$ cat src/hdl/rau_pkg.sv
// Package: shared types, constants and codes of the rational arithmetic unit.
package rau_pkg;

  localparam int VALUE_BITS_DEF = 32;
  localparam int MAG_W          = 32;
  localparam int WIDE_W         = 64;
  localparam int KIND_W         = 3;
  localparam int SHIFT_W        = $clog2(WIDE_W) + 1;
  localparam int CNT_W          = $clog2(WIDE_W);

  localparam logic [KIND_W-1:0] KIND_ADD = 3'd0;
  localparam logic [KIND_W-1:0] KIND_SUB = 3'd1;
  localparam logic [KIND_W-1:0] KIND_MUL = 3'd2;
  localparam logic [KIND_W-1:0] KIND_DIV = 3'd3;
  localparam logic [KIND_W-1:0] KIND_CMP = 3'd4;

  typedef enum logic [2:0] {
    ST_IDLE,
    ST_SETUP,
    ST_GCD,
    ST_DIV,
    ST_MUL,
    ST_CMP,
    ST_FIN
  } state_e;

  typedef enum logic [1:0] {
    PH_A,
    PH_B,
    PH_R
  } phase_e;

  typedef struct packed {
    logic [KIND_W-1:0] kind;
    logic              a_neg;
    logic [MAG_W-1:0]  a_mag;
    logic [MAG_W-1:0]  a_den;
    logic              b_neg;
    logic [MAG_W-1:0]  b_mag;
    logic [MAG_W-1:0]  b_den;
  } op_t;

  typedef struct packed {
    logic push;
    logic pop;
    logic full;
    logic empty;
  } q_ctl_t;

endpackage

$ cat src/hdl/rau_fifo.sv
// Two-entry queue between front end and back end.
module rau_fifo (
  input  logic            clk_i,
  input  logic            rst_ni,
  input  logic            push_i,
  input  logic            pop_i,
  input  rau_pkg::op_t    wdata_i,
  output rau_pkg::op_t    rdata_o,
  output rau_pkg::q_ctl_t ctl_o
);

  rau_pkg::op_t mem_q [2];
  logic         wp_q, rp_q;
  logic [1:0]   cnt_q;

  assign ctl_o.push  = push_i;
  assign ctl_o.pop   = pop_i;
  assign ctl_o.full  = (cnt_q == 2'd2);
  assign ctl_o.empty = (cnt_q == 2'd0);
  assign rdata_o     = mem_q[rp_q];

  always_ff @(posedge clk_i) begin
    if (push_i) begin
      mem_q[wp_q] <= wdata_i;
    end
  end

  always_ff @(posedge clk_i or negedge rst_ni) begin
    if (!rst_ni) begin
      wp_q  <= 1'b0;
      rp_q  <= 1'b0;
      cnt_q <= 2'd0;
    end else begin
      if (push_i) wp_q <= !wp_q;
      if (pop_i) rp_q <= !rp_q;
      if (push_i && !pop_i) cnt_q <= cnt_q + 2'd1;
      else if (!push_i && pop_i) cnt_q <= cnt_q - 2'd1;
    end
  end

endmodule

$ cat config.mk
export PLATFORM = sky130hd
export DESIGN_NAME = rau_fifo
export DESIGN_NICKNAME = d
export VERILOG_FILES = /design/src/hdl/rau_pkg.sv /design/src/hdl/rau_fifo.sv
export SDC_FILE = /design/constraint.sdc
export NUM_CORES = 1
export LEC_CHECK = 0
export BUFFER_PORTS_ARGS = -buffer_cell sky130_fd_sc_hd__buf_2
export CAP_MARGIN = 40
export CORE_UTILIZATION = 47
export DETAILED_ROUTE_END_ITERATION = 8
export PLACE_DENSITY = 0.75
export SYNTH_ARGS = -nofsm -noshare
export SYNTH_HDL_FRONTEND = slang
export SYNTH_SLANG_ARGS = --single-unit
$ cat constraint.sdc
create_clock -name clk_i -period 7 [get_ports clk_i]
set_input_delay 0 -clock clk_i [delete_from_list [all_inputs] [get_ports clk_i]]
set_output_delay 0 -clock clk_i [all_outputs]
set_load 0.03 [all_outputs]
==> results of run 1 <==
[stage by stage]
stage	setup WS (ns)	area (µm²)	util [%]	std cells	hold WS, ns
floorplan	0.0793	10000	-	432	-0.296
global placement	4.57	11700	55.6	968	-0.185
detailed placement	4.90	11700	56.0	971	-0.187
CTS	4.38	13900	66.5	1156	0.171
global route	4.30	13900	66.5	1157	0.186
finish	4.42	13900	66.5	1157	0.201
[flip-flops by register name, indices dropped and copies added (netlist names)]
signal and count:
cnt_q 2, rp_q 1, wp_q 1, mem_q 266
[synthesized netlist by cell type]
cell type | count | area (µm²)
inv_1 | 1 | 3.75
mux2_2 | 73 | 822
ha_1 | 1 | 12.5
dfrtp_1 | 4 | 100
buf_6 | 8 | 90.1
xor2_1 | 4 | 35.0
buf_2 | 7 | 35.0
nor2b_1 | 2 | 12.5
and2_1 | 1 | 6.26
buf_4 | 2 | 15.0
mux2_4 | 60 | 901
nor2_1 | 2 | 7.51
xnor2_1 | 1 | 8.76
edfxtp_1 | 266 | 7990
[cell type report]
class,count,area (µm²)
inverter,1,3.75
multi-input combinational,144,1820
antenna,1,2.50
clock buffer,36,709
clock inverter,12,126
timing repair buffer,418,2840
fill,1375,7020
tap,275,344
sequential,270,8090
[worst max-delay path by stage]
stage / startpoint / end / slack (ns) / cells past startpoint
finish: rp_q$_DFFE_PN0P_ / rdata_o[28] / 4.42 / 3
global route: rp_q$_DFFE_PN0P_ / rdata_o[35] / 4.30 / 3
CTS: rp_q$_DFFE_PN0P_ / rdata_o[36] / 4.38 / 3
detailed placement: wp_q$_DFFE_PN0P_ / mem_q[1][90]$_DFFE_PP_ / 4.90 / 2
global placement: wp_q$_DFFE_PN0P_ / mem_q[1][32]$_DFFE_PP_ / 4.57 / 2
floorplan: wp_q$_DFFE_PN0P_ / mem_q[0][0]$_DFFE_PP_ / 0.08 / 1
[where the power goes]
part           total [W]  switching [W]  internal (W)  leakage (nW)
Clock            0.00137       0.000556      0.000815         0.405
Sequential       0.00225       0.000106       0.00215          2.54
Combinational    0.00207        0.00128      0.000787          2.53
Total            0.00569        0.00194       0.00375          5.48
[worst max-delay path, cell delays in order (launching register included)]
cell	delay, ns
dfrtp_4	0.62
buf_4	0.72
mux2_2	0.43
buf_2	0.18
[metal layers]
| metal | vias up | global-route usage, % | share of wire, % | wire length [µm] |
|---|---|---|---|---|
| li1 | 2569 | - | - | - |
| met1 | 2740 | 20.6 | 39 | 7920 |
| met2 | 212 | 33.1 | 53 | 10800 |
| met3 | 42 | 3.65 | 6.0 | 1230 |
| met4 | 0 | 5.88 | 2.5 | 519 |
| met5 | - | 0 | 0 | 0 |
[placed cells by master, fill, tap and decap left out, types with 2 or more instances in the layout]
master	synthesis	final
buf_2	7	273
edfxtp_1	266	266
dlygate4sd3_1	0	137
mux2_2	73	73
mux2_4	60	60
clkbuf_16	0	27
clkbuf_1	0	9
clkinv_1	0	7
buf_4	2	5
xor2_1	4	4
bufinv_16	0	3
dfrtp_1	4	3
nor2_1	2	2
clkinv_2	0	2
buf_12	0	2
[cell families after synthesis]
group,synth area share [%]
flops,80.6
xor+xnor,0.436
fa+ha+maj,0.125
buf+inv,1.43
mux,17.2
simple gates,0.262
==> metrics.txt, run 1 <==
Setup crit end kind output pin; final setup fails 0; CTS Sinks 270; DR iter-0 viols between 200 and 250; crit path launch type register; RSZ-0062 raised after global routing no; height of the die 148 µm; outcome finished, final reports clean; hold path start wdata_i[100]; fin crit period 2.58 ns; leak pwr around 5.5 nW; Die Wd between 100 and 150 µm; Slew @ Worst Pin around 0.9 ns; clk slew on worst S/H paths approximately 0.060 ns; vias in the first global route around 6.0k; initial core utilization between 40% and 50%; die footprint between 20000 and 25000 µm²; Syn Nets 570; worst path required time 7.00 ns; CTS tree done; DP Wirelength between 10 and 15 mm; Mean Syn Cell Area between 20 and 25 µm²; Final Hold Violating Endpoints 0; mean number of vias per cell about 4.8; clock tree buffer depth 3; setup repair bufs after CTS 0; Crit Path Class reg -> out; reg2reg start wp_q$_DFFE_PN0P_; Tot GR Track Use about 18%; Worst Hold Depth 2; Pwr Density 408 nW/µm²; drc violations 0; count of cell types in the netlist 14; pin count of the biggest net entering global routing 66; CTS Buf Count 26; Yosys reg bits 270; Layout area overhead 38.8%; sequential fraction of the synthesis area about 81%; IO buf count 273; Routability Congestion 0.730; nets between 900 and 1k; share of post-route cells with drive strength above 1 a little over 50%; CORE AREA 21000 µm²; first-pass GRT wire length 30.3 mm; grt ovf 0; FF-to-FF End mem_q[1][13]$_DFFE_PP_; crit-path max FO between 60 and 70; CTS root buffer clkbuf_16; YS warnings 0; WHS Endpoint mem_q[1][100]$_DFFE_PP_; Max-Slew Margin vs Limit ~40%; Syn Std Cell Area between 10000 and 15000 µm²; Post-CTS Hold Fix Bufs about 140; Max Cap Violations 0; final worst path period share ~37%; Peak Freq a little under 400 MHz; Worst Skew ~0.0061 ns; final wirelength between 20 and 25 mm; Pre-antenna DRT Iters 4; CP arrival roughly 2.6 ns; Mapped Cells 432; Hold Path Class in -> reg; Max Slew Vio Count 0; drt wl/cell roughly 18 µm; clk_lat worst skew about 0.52 ns; Routed Antenna Nets 0; Worst R2R Setup Slack between 4 and 5 ns; CTS resizes 0; power consumption 0.00569 W; via count approximately 5.6k; num rows 53; Peak VDD IR around 0.31 mV; Max H-tree Level 1; initial antenna violation count 1; Final TNS setup 0 ns; IO Pins 274; Worst Reg-to-Reg Cells 2
Power figures use the tool's default switching activity.
==> run 2: changes to the inputs <==
- clock period: 7 -> 2.3 ns (I/O delays scaled with it)
==> run 2 against run 1 <==
  * Clock power increased to 2.9 times the previous value
  * Sequential share of layout area down 0.078 points
  * First-iteration DRC count shrank 3.6%
  * Critical endpoint is now rdata_o[24]
==> metrics.txt, run 2 (synthesis results as in run 1) <==
hold path start wdata_i[107]; share of post-route cells with drive strength above 1 51.5%; CTS Buf Count 26; Peak VDD IR around 0.76 mV; die footprint about 22000 µm²; Die Wd 148 µm; FF-to-FF End mem_q[1][47]$_DFFE_PP_; nets about 1.0k; Final TNS setup 0 ns; Worst setup startpoint rp_q$_DFFE_PN0P_; fin crit period between 2 and 2.5 ns; outcome finished, final reports clean; final setup fails 0; Slew @ Worst Pin approximately 0.57 ns; CTS root buffer clkbuf_16; fill count about 1.4k; num rows 53; height of the die around 150 µm; initial core utilization a little under half; Multi-input gate area approximately 1800 µm²; Peak Freq between 400 and 500 MHz; Worst Reg-to-Reg Cells 2; Setup crit end kind output pin; pin count of the biggest net entering global routing between 90 and 100; DR iter-0 viols 212; initial antenna violation count 0; Seq. cell area 8090 µm²; final wirelength about 21 mm; Worst Skew between 0.01 and 0.015 ns; drc violations 0; drt wl/cell about 18 µm; first-pass GRT wire length 31.6 mm; grt ovf 0; final core utilization between 60% and 70%; Pre-antenna DRT Iters 4; Max H-tree Level 1; crit path launch type register; hold_ws 0.204 ns; IO buf count 273; Setup crit end rdata_o[24]; final worst path period share around 90%; Final Hold Violating Endpoints 0; Pwr Density around 1200 nW/µm²; Top reg by flops mem_q; Max-Slew Margin vs Limit 61.7%; number of diodes 0; clk_lat worst skew about 0.51 ns; clock tree buffer depth 3; Largest register FFs 266; Routed Antenna Nets 0; mean number of vias per cell a little under 5; reg2reg start wp_q$_DFFE_PN0P_; RSZ-0062 raised after global routing no; Hold Path Class in -> reg; clk slew on worst S/H paths roughly 0.06 ns; top flop regs mem_q (266), cnt_q (2); CP arrival ~2.1 ns; Max Cap Violations 0; Tot GR Track Use a little under a fifth; IO Pins roughly 270; Layout area overhead 39.0%; Crit Path Class reg -> out; Max Slew Vio Count 0; most frequent cells in the layout buf_2, edfxtp_1, dlygate4sd3_1; crit-path max FO 20; CTS tree done; vias in the first global route ~6k; CTS Sinks between 200 and 300; CORE AREA about 21000 µm²; via count approximately 5.6k; Routability Congestion 0.739; leak pwr between 5 and 6 nW; Worst R2R Setup Slack between 0.7 and 0.8 ns; worst path required time roughly 2.3 ns; DP Wirelength between 10 and 15 mm; most common cell after layout, fill and taps aside buf_2
## run 2: cell count changes in the layout (fill, tap and decap cells not counted), sizes merged
cell / change
buf: +1
bufinv: -1
clkbuf: -2
clkinv: +1
diode: -1
## run 2: layout make-up
cell class / instances / share of cell area [%]
multi-input combinational: 144 / 13.0
timing repair buffer: 419 / 20.7
sequential: 270 / 58.0
clock inverter: 12 / 0.753
tap: 275 / 2.47
inverter: 1 / 0.0269
clock buffer: 34 / 5.03
## run 2: metrics by stage
stage	setup slack (ns)	total power, W	instance area (µm²)	instances
3_5_place_dp	0.688	0.0131	11800	972
4_1_cts	0.176	0.0174	14000	1155
3_3_place_gp	0.734	0.0130	11800	972
6_report	0.220	0.0173	14000	1155
5_1_grt	0.125	0.0179	14000	1155
2_1_floorplan	-0.521	0.0116	10000	432
## run 2: how the worst min path moves through the flow
stage | slack [ns] | end | cells past startpoint
finish | 0.20 | mem_q[0][107]$_DFFE_PP_ | 2
global placement | -0.19 | cnt_q[1]$_DFFE_PN0P_ | 1
detailed placement | -0.19 | cnt_q[1]$_DFFE_PN0P_ | 1
global route | 0.20 | mem_q[0][86]$_DFFE_PP_ | 2
floorplan | -0.30 | cnt_q[0]$_DFFE_PN0P_ | 0
CTS | 0.18 | mem_q[0][107]$_DFFE_PP_ | 2
## run 2: timing repair
item                      4_1_cts  5_1_grt
setup buffers                   0        0
hold buffers                  137        0
hold endpoints to repair      273        0
gates resized for setup         0        0
## run 2: where the power goes
part / internal, W / switching, W / leakage (nW)
combinational: 0.00246 / 0.00393 / 2.55
sequential: 0.00653 / 0.000328 / 2.54
clock: 0.00236 / 0.00167 / 0.399
## run 2: worst max-delay path, stage by stage, from the launching register on
cell     delay (ns)
dfrtp_4        0.65
buf_4          0.35
mux2_2         0.37
buf_2          0.18
## run 2: metal layers
layer,track usage [%],up-vias,share of wire (%)
li1,-,2578,-
met1,21.6,2730,38
met2,34.1,222,53
met3,4.54,43,6.9
met4,6.19,0,2.3
met5,0,-,0
