$ cat src/hdl/rau_pkg.sv
// Package: shared types, constants and codes of the rational arithmetic unit.
package rau_pkg;

  localparam int VALUE_BITS_DEF = 32;
  localparam int MAG_W          = 32;
  localparam int WIDE_W         = 64;
  localparam int KIND_W         = 3;
  localparam int SHIFT_W        = $clog2(WIDE_W) + 1;
  localparam int CNT_W          = $clog2(WIDE_W);

  localparam logic [KIND_W-1:0] KIND_ADD = 3'd0;
  localparam logic [KIND_W-1:0] KIND_SUB = 3'd1;
  localparam logic [KIND_W-1:0] KIND_MUL = 3'd2;
  localparam logic [KIND_W-1:0] KIND_DIV = 3'd3;
  localparam logic [KIND_W-1:0] KIND_CMP = 3'd4;

  typedef enum logic [2:0] {
    ST_IDLE,
    ST_SETUP,
    ST_GCD,
    ST_DIV,
    ST_MUL,
    ST_CMP,
    ST_FIN
  } state_e;

  typedef enum logic [1:0] {
    PH_A,
    PH_B,
    PH_R
  } phase_e;

  typedef struct packed {
    logic [KIND_W-1:0] kind;
    logic              a_neg;
    logic [MAG_W-1:0]  a_mag;
    logic [MAG_W-1:0]  a_den;
    logic              b_neg;
    logic [MAG_W-1:0]  b_mag;
    logic [MAG_W-1:0]  b_den;
  } op_t;

  typedef struct packed {
    logic push;
    logic pop;
    logic full;
    logic empty;
  } q_ctl_t;

endpackage

$ cat src/hdl/rau_ifs.sv
// Interfaces: input and result channels of the rational arithmetic unit.
interface rau_in_if;
  logic        valid;
  logic        ready;
  logic [2:0]  kind;
  logic [31:0] a_num;
  logic [31:0] a_den;
  logic [31:0] b_num;
  logic [31:0] b_den;
  modport source (output valid, kind, a_num, a_den, b_num, b_den, input ready);
  modport sink (input valid, kind, a_num, a_den, b_num, b_den, output ready);
endinterface


$ cat src/hdl/rau_front.sv
// Front end: accepts items and splits raw fields into signs and magnitudes.
module rau_front #(
  parameter int VALUE_BITS = rau_pkg::VALUE_BITS_DEF
) (
  rau_in_if.sink       in_i,
  input  logic         full_i,
  output logic         push_o,
  output rau_pkg::op_t op_o
);

  function automatic logic [VALUE_BITS:0] split(input logic [31:0] raw);
    logic [VALUE_BITS-1:0] v;
    logic [VALUE_BITS-1:0] m;
    begin
      v = raw[VALUE_BITS-1:0];
      m = v[VALUE_BITS-1] ? (~v + 1'b1) : v;
      split = {v[VALUE_BITS-1], m};
    end
  endfunction

  logic [VALUE_BITS:0] an, ad, bn, bd;

  assign an = split(in_i.a_num);
  assign ad = split(in_i.a_den);
  assign bn = split(in_i.b_num);
  assign bd = split(in_i.b_den);

  assign in_i.ready = !full_i;
  assign push_o     = in_i.valid && !full_i;

  always_comb begin
    op_o.kind  = in_i.kind;
    op_o.a_neg = an[VALUE_BITS] ^ ad[VALUE_BITS];
    op_o.a_mag = rau_pkg::MAG_W'(an[VALUE_BITS-1:0]);
    op_o.a_den = rau_pkg::MAG_W'(ad[VALUE_BITS-1:0]);
    op_o.b_neg = bn[VALUE_BITS] ^ bd[VALUE_BITS];
    op_o.b_mag = rau_pkg::MAG_W'(bn[VALUE_BITS-1:0]);
    op_o.b_den = rau_pkg::MAG_W'(bd[VALUE_BITS-1:0]);
  end

endmodule

$ cat src/flat_wrapper.sv
// flat-port wrapper written by rule: the top's interface ports become plain ports
module rau_front_flat 
#(
  parameter int VALUE_BITS = rau_pkg::VALUE_BITS_DEF
)
  (full_i, push_o, op_o, in_i_valid, in_i_kind, in_i_a_num, in_i_a_den, in_i_b_num, in_i_b_den, in_i_ready);
  rau_in_if in_i_i ();
  input  logic full_i;
  output logic push_o;
  output rau_pkg::op_t op_o;
  input wire logic [$bits(in_i_i.valid)-1:0] in_i_valid;
  input wire logic [$bits(in_i_i.kind)-1:0] in_i_kind;
  input wire logic [$bits(in_i_i.a_num)-1:0] in_i_a_num;
  input wire logic [$bits(in_i_i.a_den)-1:0] in_i_a_den;
  input wire logic [$bits(in_i_i.b_num)-1:0] in_i_b_num;
  input wire logic [$bits(in_i_i.b_den)-1:0] in_i_b_den;
  output wire logic [$bits(in_i_i.ready)-1:0] in_i_ready;
  assign in_i_i.valid = in_i_valid;
  assign in_i_i.kind = in_i_kind;
  assign in_i_i.a_num = in_i_a_num;
  assign in_i_i.a_den = in_i_a_den;
  assign in_i_i.b_num = in_i_b_num;
  assign in_i_i.b_den = in_i_b_den;
  assign in_i_ready = in_i_i.ready;
  rau_front #(.VALUE_BITS(VALUE_BITS)) u_core (.in_i(in_i_i), .full_i(full_i), .push_o(push_o), .op_o(op_o));
endmodule
$ cat config.mk
export PLATFORM = sky130hd
export DESIGN_NAME = rau_front_flat
export DESIGN_NICKNAME = d
export VERILOG_FILES = /design/src/hdl/rau_pkg.sv /design/src/hdl/rau_ifs.sv /design/src/hdl/rau_front.sv /design/src/flat_wrapper.sv
export SDC_FILE = /design/constraint.sdc
export NUM_CORES = 1
export LEC_CHECK = 0
export BUFFER_PORTS_ARGS = -buffer_cell sky130_fd_sc_hd__buf_2
export CORE_AREA = 2 2 105 107
export DETAILED_ROUTE_END_ITERATION = 10
export DIE_AREA = 0 0 107 109
export GPL_ROUTABILITY_DRIVEN = 1
export PLACE_DENSITY_LB_ADDON = 0.12
export REMOVE_ABC_BUFFERS = 1
export SYNTH_ARGS = -nofsm -noshare
export SYNTH_HDL_FRONTEND = slang
export SYNTH_SLANG_ARGS = --single-unit
$ cat constraint.sdc
create_clock -name vclk -period 3.52
set_clock_uncertainty 0.15 [all_clocks]
set_input_delay 0.704 -clock vclk [all_inputs]
set_output_delay 0.704 -clock vclk [all_outputs]
set_load 0.05 [all_outputs]
==> qor.yml, run 1 <==
status: "completed"
comb_power_share_pct: 100.0
grt_pass1_vias: 3621
ant_nets: 0
p_int_w: 0.0002975
post-dp-hpwl_um: 9176
drc: 0
grt.overflow.total: 0
die_w_um: 107
hold-worst-slack_ps: 1258
startpoint_type: "input pin"
grt_first_pass_wirelength_um: 16540
routedWlPerCell_um: 13.50
design_area_mm2: 0.004454
io_pins: 268
synth_commonest_cells: "116 x xnor2_1, 38 x nand2_1, 35 x o41ai_1"
drtIter0Drc: 166
worst_pin_slew_ps: 587.0
fmax_mhz: 293.2
register_area_um2: 0
synth.area.top_cells: "xnor2_1 37%, o41ai_1 11%, o31ai_1 9.0%"
fill_cells: 1173
diodes: 0
yosysTopAreaCell: "xnor2_1"
viasPerCell: 5.011
critPathMaxFanout: 3
io_buffers: 262
syn_avg_cell_area_um2: 6.997
crit_required_ps: 2670
dieArea_mm2: 0.01166
slew_violations: 0
power_frac_clock_pct: 0
core-area_mm2: 0.01060
fp.dieH_um: 109
synth_most_common_cell: "xnor2_1"
synth_cells: 392
setup_viol: 0
grt_max_degree: 34
nClkBuffers: 0
yosysTopAreaCellShare_pct: 37.04
synth_cell_types: 31
cellLeakagePower_nw: 1.895
first_pass_iters: 4
seq_cells: 0
fin_nets: 803
via_count: 4029
initial_utilization_pct: 25.87
end_kind: "primary output"
grt_usage_pct: 16.47
cellPowerDensity_mw_per_mm2: 246.4
worstHoldPathType: "in -> out"
syn_to_final_growth_pct: 62.41
critPathKind: "in -> out"
netlist_area_mm2: 0.002743
relSlewSlack_pct: 60.86
switchingPower_w: 0.0008002
p_total_w: 0.001098
arrival_ps: 2560
wl_um: 10860
sw_frac_of_total_pct: 72.90
antenna_found_initial: 0
drive_above_1_share_pct: 47.59
grt_setup_unrepaired: "no"
period_share_pct: 96.88
rows: 38
ys_seq_area_share_pct: 0
peakVddDrop_mv: 0.1087
maxCapViolations: 0
hold_violations: 0
min_period_ps: 3410
cts_setup_buffers: 0
pwr-share-seq_pct: 0
gp_congestion: 0.8000
yosysWarnings: 0
placed_cell_area_mm2: 0.004364
==> final timing paths <==
kind                           from         to  slack [ps]  depth (start not counted)
worst max-delay path  in_i_a_num[1]  op_o[109]         110                          8
worst min-delay path   in_i_kind[0]  op_o[130]        1260                          0
==> per-layer routing <==
layer	vias up	track usage (%)	share of wire, %
met5	-	0	0
met4	0	0	0
met3	0	2.212	7.5
met2	155	32.98	51
met1	1844	19.68	41
li1	2030	-	-
==> power by group through the flow <==
stage	logic (W)	clock network [W]	registers (W)
after global routing	0.00116	0	0
after detailed placement	0.00109	0	0
after floorplan	0.000747	0	0
after CTS	0.00109	0	0
final	0.00110	0	0
after global placement	0.00109	0	0
==> timing repair <==
item                                    4_1_cts  5_1_grt
gates resized for setup                       2       22
endpoints found under the setup margin        7       25
hold buffers                                  0        0
==> cell usage in the layout, fill, tap and decap left out, drive strengths merged, types with 4 or more instances in the layout <==
cell type,n
buf,290
xnor2,116
nand2,38
o41ai,37
o31ai,33
o21ai,33
nor4,19
nor2,12
nor3,12
inv,11
or4,10
or3,7
nand4,6
nand2b,6
nand3,5
clkbuf,5
or2,4
ha,4
nand3b,4
or4b,4
==> worst max-delay path: stages <==
cell and delay, ps:
buf_2 100, inv_1 60, ha_1 150, or4b_4 470, or3_1 410, o31ai_1 260, xnor2_1 150, clkbuf_4 250
==> through the flow <==
step	setup WS (ps)	std cells	util, %	setup TNS (ps)
after global placement	-6.334	804	41.16	-6.334
after global routing	4.132	804	42.01	0
after floorplan	-567.3	369	-	-1172
final	109.9	804	42.01	0
after detailed placement	-61.20	804	41.16	-147.1
after CTS	-4.414	804	41.27	-4.414
==> kinds of logic (layout without fill, tap and decap cells) <==
group	count (synthesis)	after routing	synth area share (%)
adder cells (fa/ha/maj)	4	4	1.825
AO/OA/AOI/OAI	103	103	27.42
buffers and inverters	34	306	5.611
AND/OR/NAND/NOR	133	133	27.46
XOR/XNOR	118	118	37.68
==> area by class of cell <==
type,instances,area [µm²],area share [%]
inverters,11,41.29,0.9270
multi-input cells,358,2654,59.58
well taps,140,175.2,3.933
repair buffers,295,1584,35.56
Power figures use the tool's default switching activity.
==> run 2: changes to the inputs <==
--- a/constraint.sdc
+++ b/constraint.sdc
@@ -4,2 +4,2 @@
 set_output_delay 0.704 -clock vclk [all_outputs]
-set_load 0.05 [all_outputs]
+set_load 0.02 [all_outputs]
==> run 2 against run 1 <==
Setup slack lost 47 ps; hold slack is essentially flat; combinational power shrank 34%; critical path depth grew 1; non-clock buffer count shrank 18; global-route usage grew 0.050 points; sequential cell count is the same; via count shrank 0.42%.
==> qor.yml, run 2 (synthesis results as in run 1) <==
maxCapViolations: 0  # unchanged
initial_utilization_pct: 25.87  # unchanged
cellPowerDensity_mw_per_mm2: 171.1  # was 246.4 mW/mm²
peakVddDrop_mv: 0.09155  # was 0.1087 mV
grt_first_pass_wirelength_um: 16680  # was 16540 µm
ant_nets: 0  # unchanged
end_kind: "primary output"  # unchanged
via_count: 4012  # was 4029
gp_congestion: 0.8148  # was 0.8000
grt_pass1_vias: 3613  # was 3621
fin_ws_ps: 63.30  # was 109.9 ps
register_area_um2: 0  # unchanged
postCtsHoldBufs: 0  # unchanged
worst_pin_slew_ps: 691.0  # was 587.0 ps
slew_violations: 0  # unchanged
critPathMaxFanout: 6  # was 3
antenna_found_initial: 0  # unchanged
layout_commonest_cell: "buf_2"  # unchanged
fill_cells: 1148  # was 1173
rows: 38  # unchanged
drive_above_1_share_pct: 45.82  # was 47.59%
io_buffers: 262  # unchanged
pre_cts_slack_ps: 16.79  # was -61.20 ps
min_period_ps: 3457  # was 3410 ps
cp_common_cell: "buf_2"
startpoint_type: "input pin"  # unchanged
grt.overflow.total: 0  # unchanged
io_pins: 268  # unchanged
fin_nets: 785  # was 803
hold_violations: 0  # unchanged
die_w_um: 107  # unchanged
status: "completed"  # unchanged
setup_viol: 0  # unchanged
cellLeakagePower_nw: 1.783  # was 1.895 nW
p_total_w: 0.0007306  # was 0.001098 W
wl_um: 10870  # was 10860 µm
viasPerCell: 5.104  # was 5.011
slowest_delay_ps: 490  # was 470 ps
arrival_ps: 2600  # was 2560 ps
seq_cells: 0  # unchanged
diodes: 0  # unchanged
post-dp-hpwl_um: 9050  # was 9176 µm
worstHoldPathType: "in -> out"  # unchanged
core-area_mm2: 0.01060  # unchanged
period_share_pct: 98.20  # was 96.88%
fmax_mhz: 289.3  # was 293.2 MHz
cp_slowest_cell: "or4b_4"  # unchanged
drtIter0Drc: 209  # was 166
syn_to_final_growth_pct: 55.70  # was 62.41%
first_pass_iters: 4  # unchanged
grt_max_degree: 34  # unchanged
dieArea_mm2: 0.01166  # unchanged
nClkBuffers: 0  # unchanged
fp.dieH_um: 109  # unchanged
critPathKind: "in -> out"  # unchanged
layout_common_cells: "262 x buf_2, 116 x xnor2_1, 38 x nand2_1"  # was 252 x buf_2, 116 x xnor2_1, 38 x nand2_1, 38 x buf_4, 33 x o31ai_1
crit_required_ps: 2670  # about the same
routedWlPerCell_um: 13.83  # was 13.50 µm
grt_setup_unrepaired: "yes"  # was no
cp_cell_sequence: "buf_2 -> inv_1 -> ha_1 -> or4b_4 -> nand3b_2 -> buf_4 -> o21ai_0 -> xnor2_1 -> buf_2"  # was buf_2 -> inv_1 -> ha_1 -> or4b_4 -> or3_1 -> o31ai_1 -> xnor2_1 -> clkbuf_4
grt_usage_pct: 16.52  # was 16.47%
drc: 0  # unchanged
relSlewSlack_pct: 53.51  # was 60.86%
[run 2: cell type report]
type                            instances  area [µm²]  share of cell area [%]
Inverter                               11       41.29                  0.9669
Multi-Input combinational cell        358        2630                   61.59
Tap cell                              140       175.2                   4.102
Timing Repair Buffer                  277        1424                   33.34
[run 2: through the flow]
step                      setup TNS (ps)  area, µm²  utilization [%]  hold WS, ps  instances
after detailed placement               0       4222            39.82         1258        785
final                                  0       4270            40.28         1258        786
after floorplan                        0       2630                -         1258        369
after global placement                 0       4222            39.82         1258        785
after CTS                              0       4222            39.82         1258        785
after global routing              -166.5       4270            40.28         1258        786
[run 2: critical path: cells and delay by family]
kind	cells	cell delay (ps)
simple gates	2	790
buf+inv	4	570
compound gates	1	220
fa+ha+maj	1	170
xor+xnor	1	150
[run 2: where the power goes]
group	internal [W]	switching [W]	leakage (nW)
Clock	0	0	0
Sequential	0	0	0
Combinational	0.000282	0.000448	1.78
Total	0.000282	0.000448	1.78
[run 2: metal layers]
metal / wire (µm) / global-route usage [%]
met5: 0 / 0
met4: 53 / 1.206
met3: 808 / 1.973
met2: 5486 / 31.76
met1: 4525 / 20.46
[run 2: worst paths after layout]
path,start,endpoint,slack (ps),depth (start not counted)
worst min-delay path,in_i_kind[0],op_o[130],1260,0
worst max-delay path,in_i_b_num[1],op_o[52],60,9
[run 2: timing repair]
item                                    CTS  global route
setup buffers                             0             1
endpoints found under the setup margin    0            19
gates resized for setup                   0             7
hold endpoints to repair                  0             0
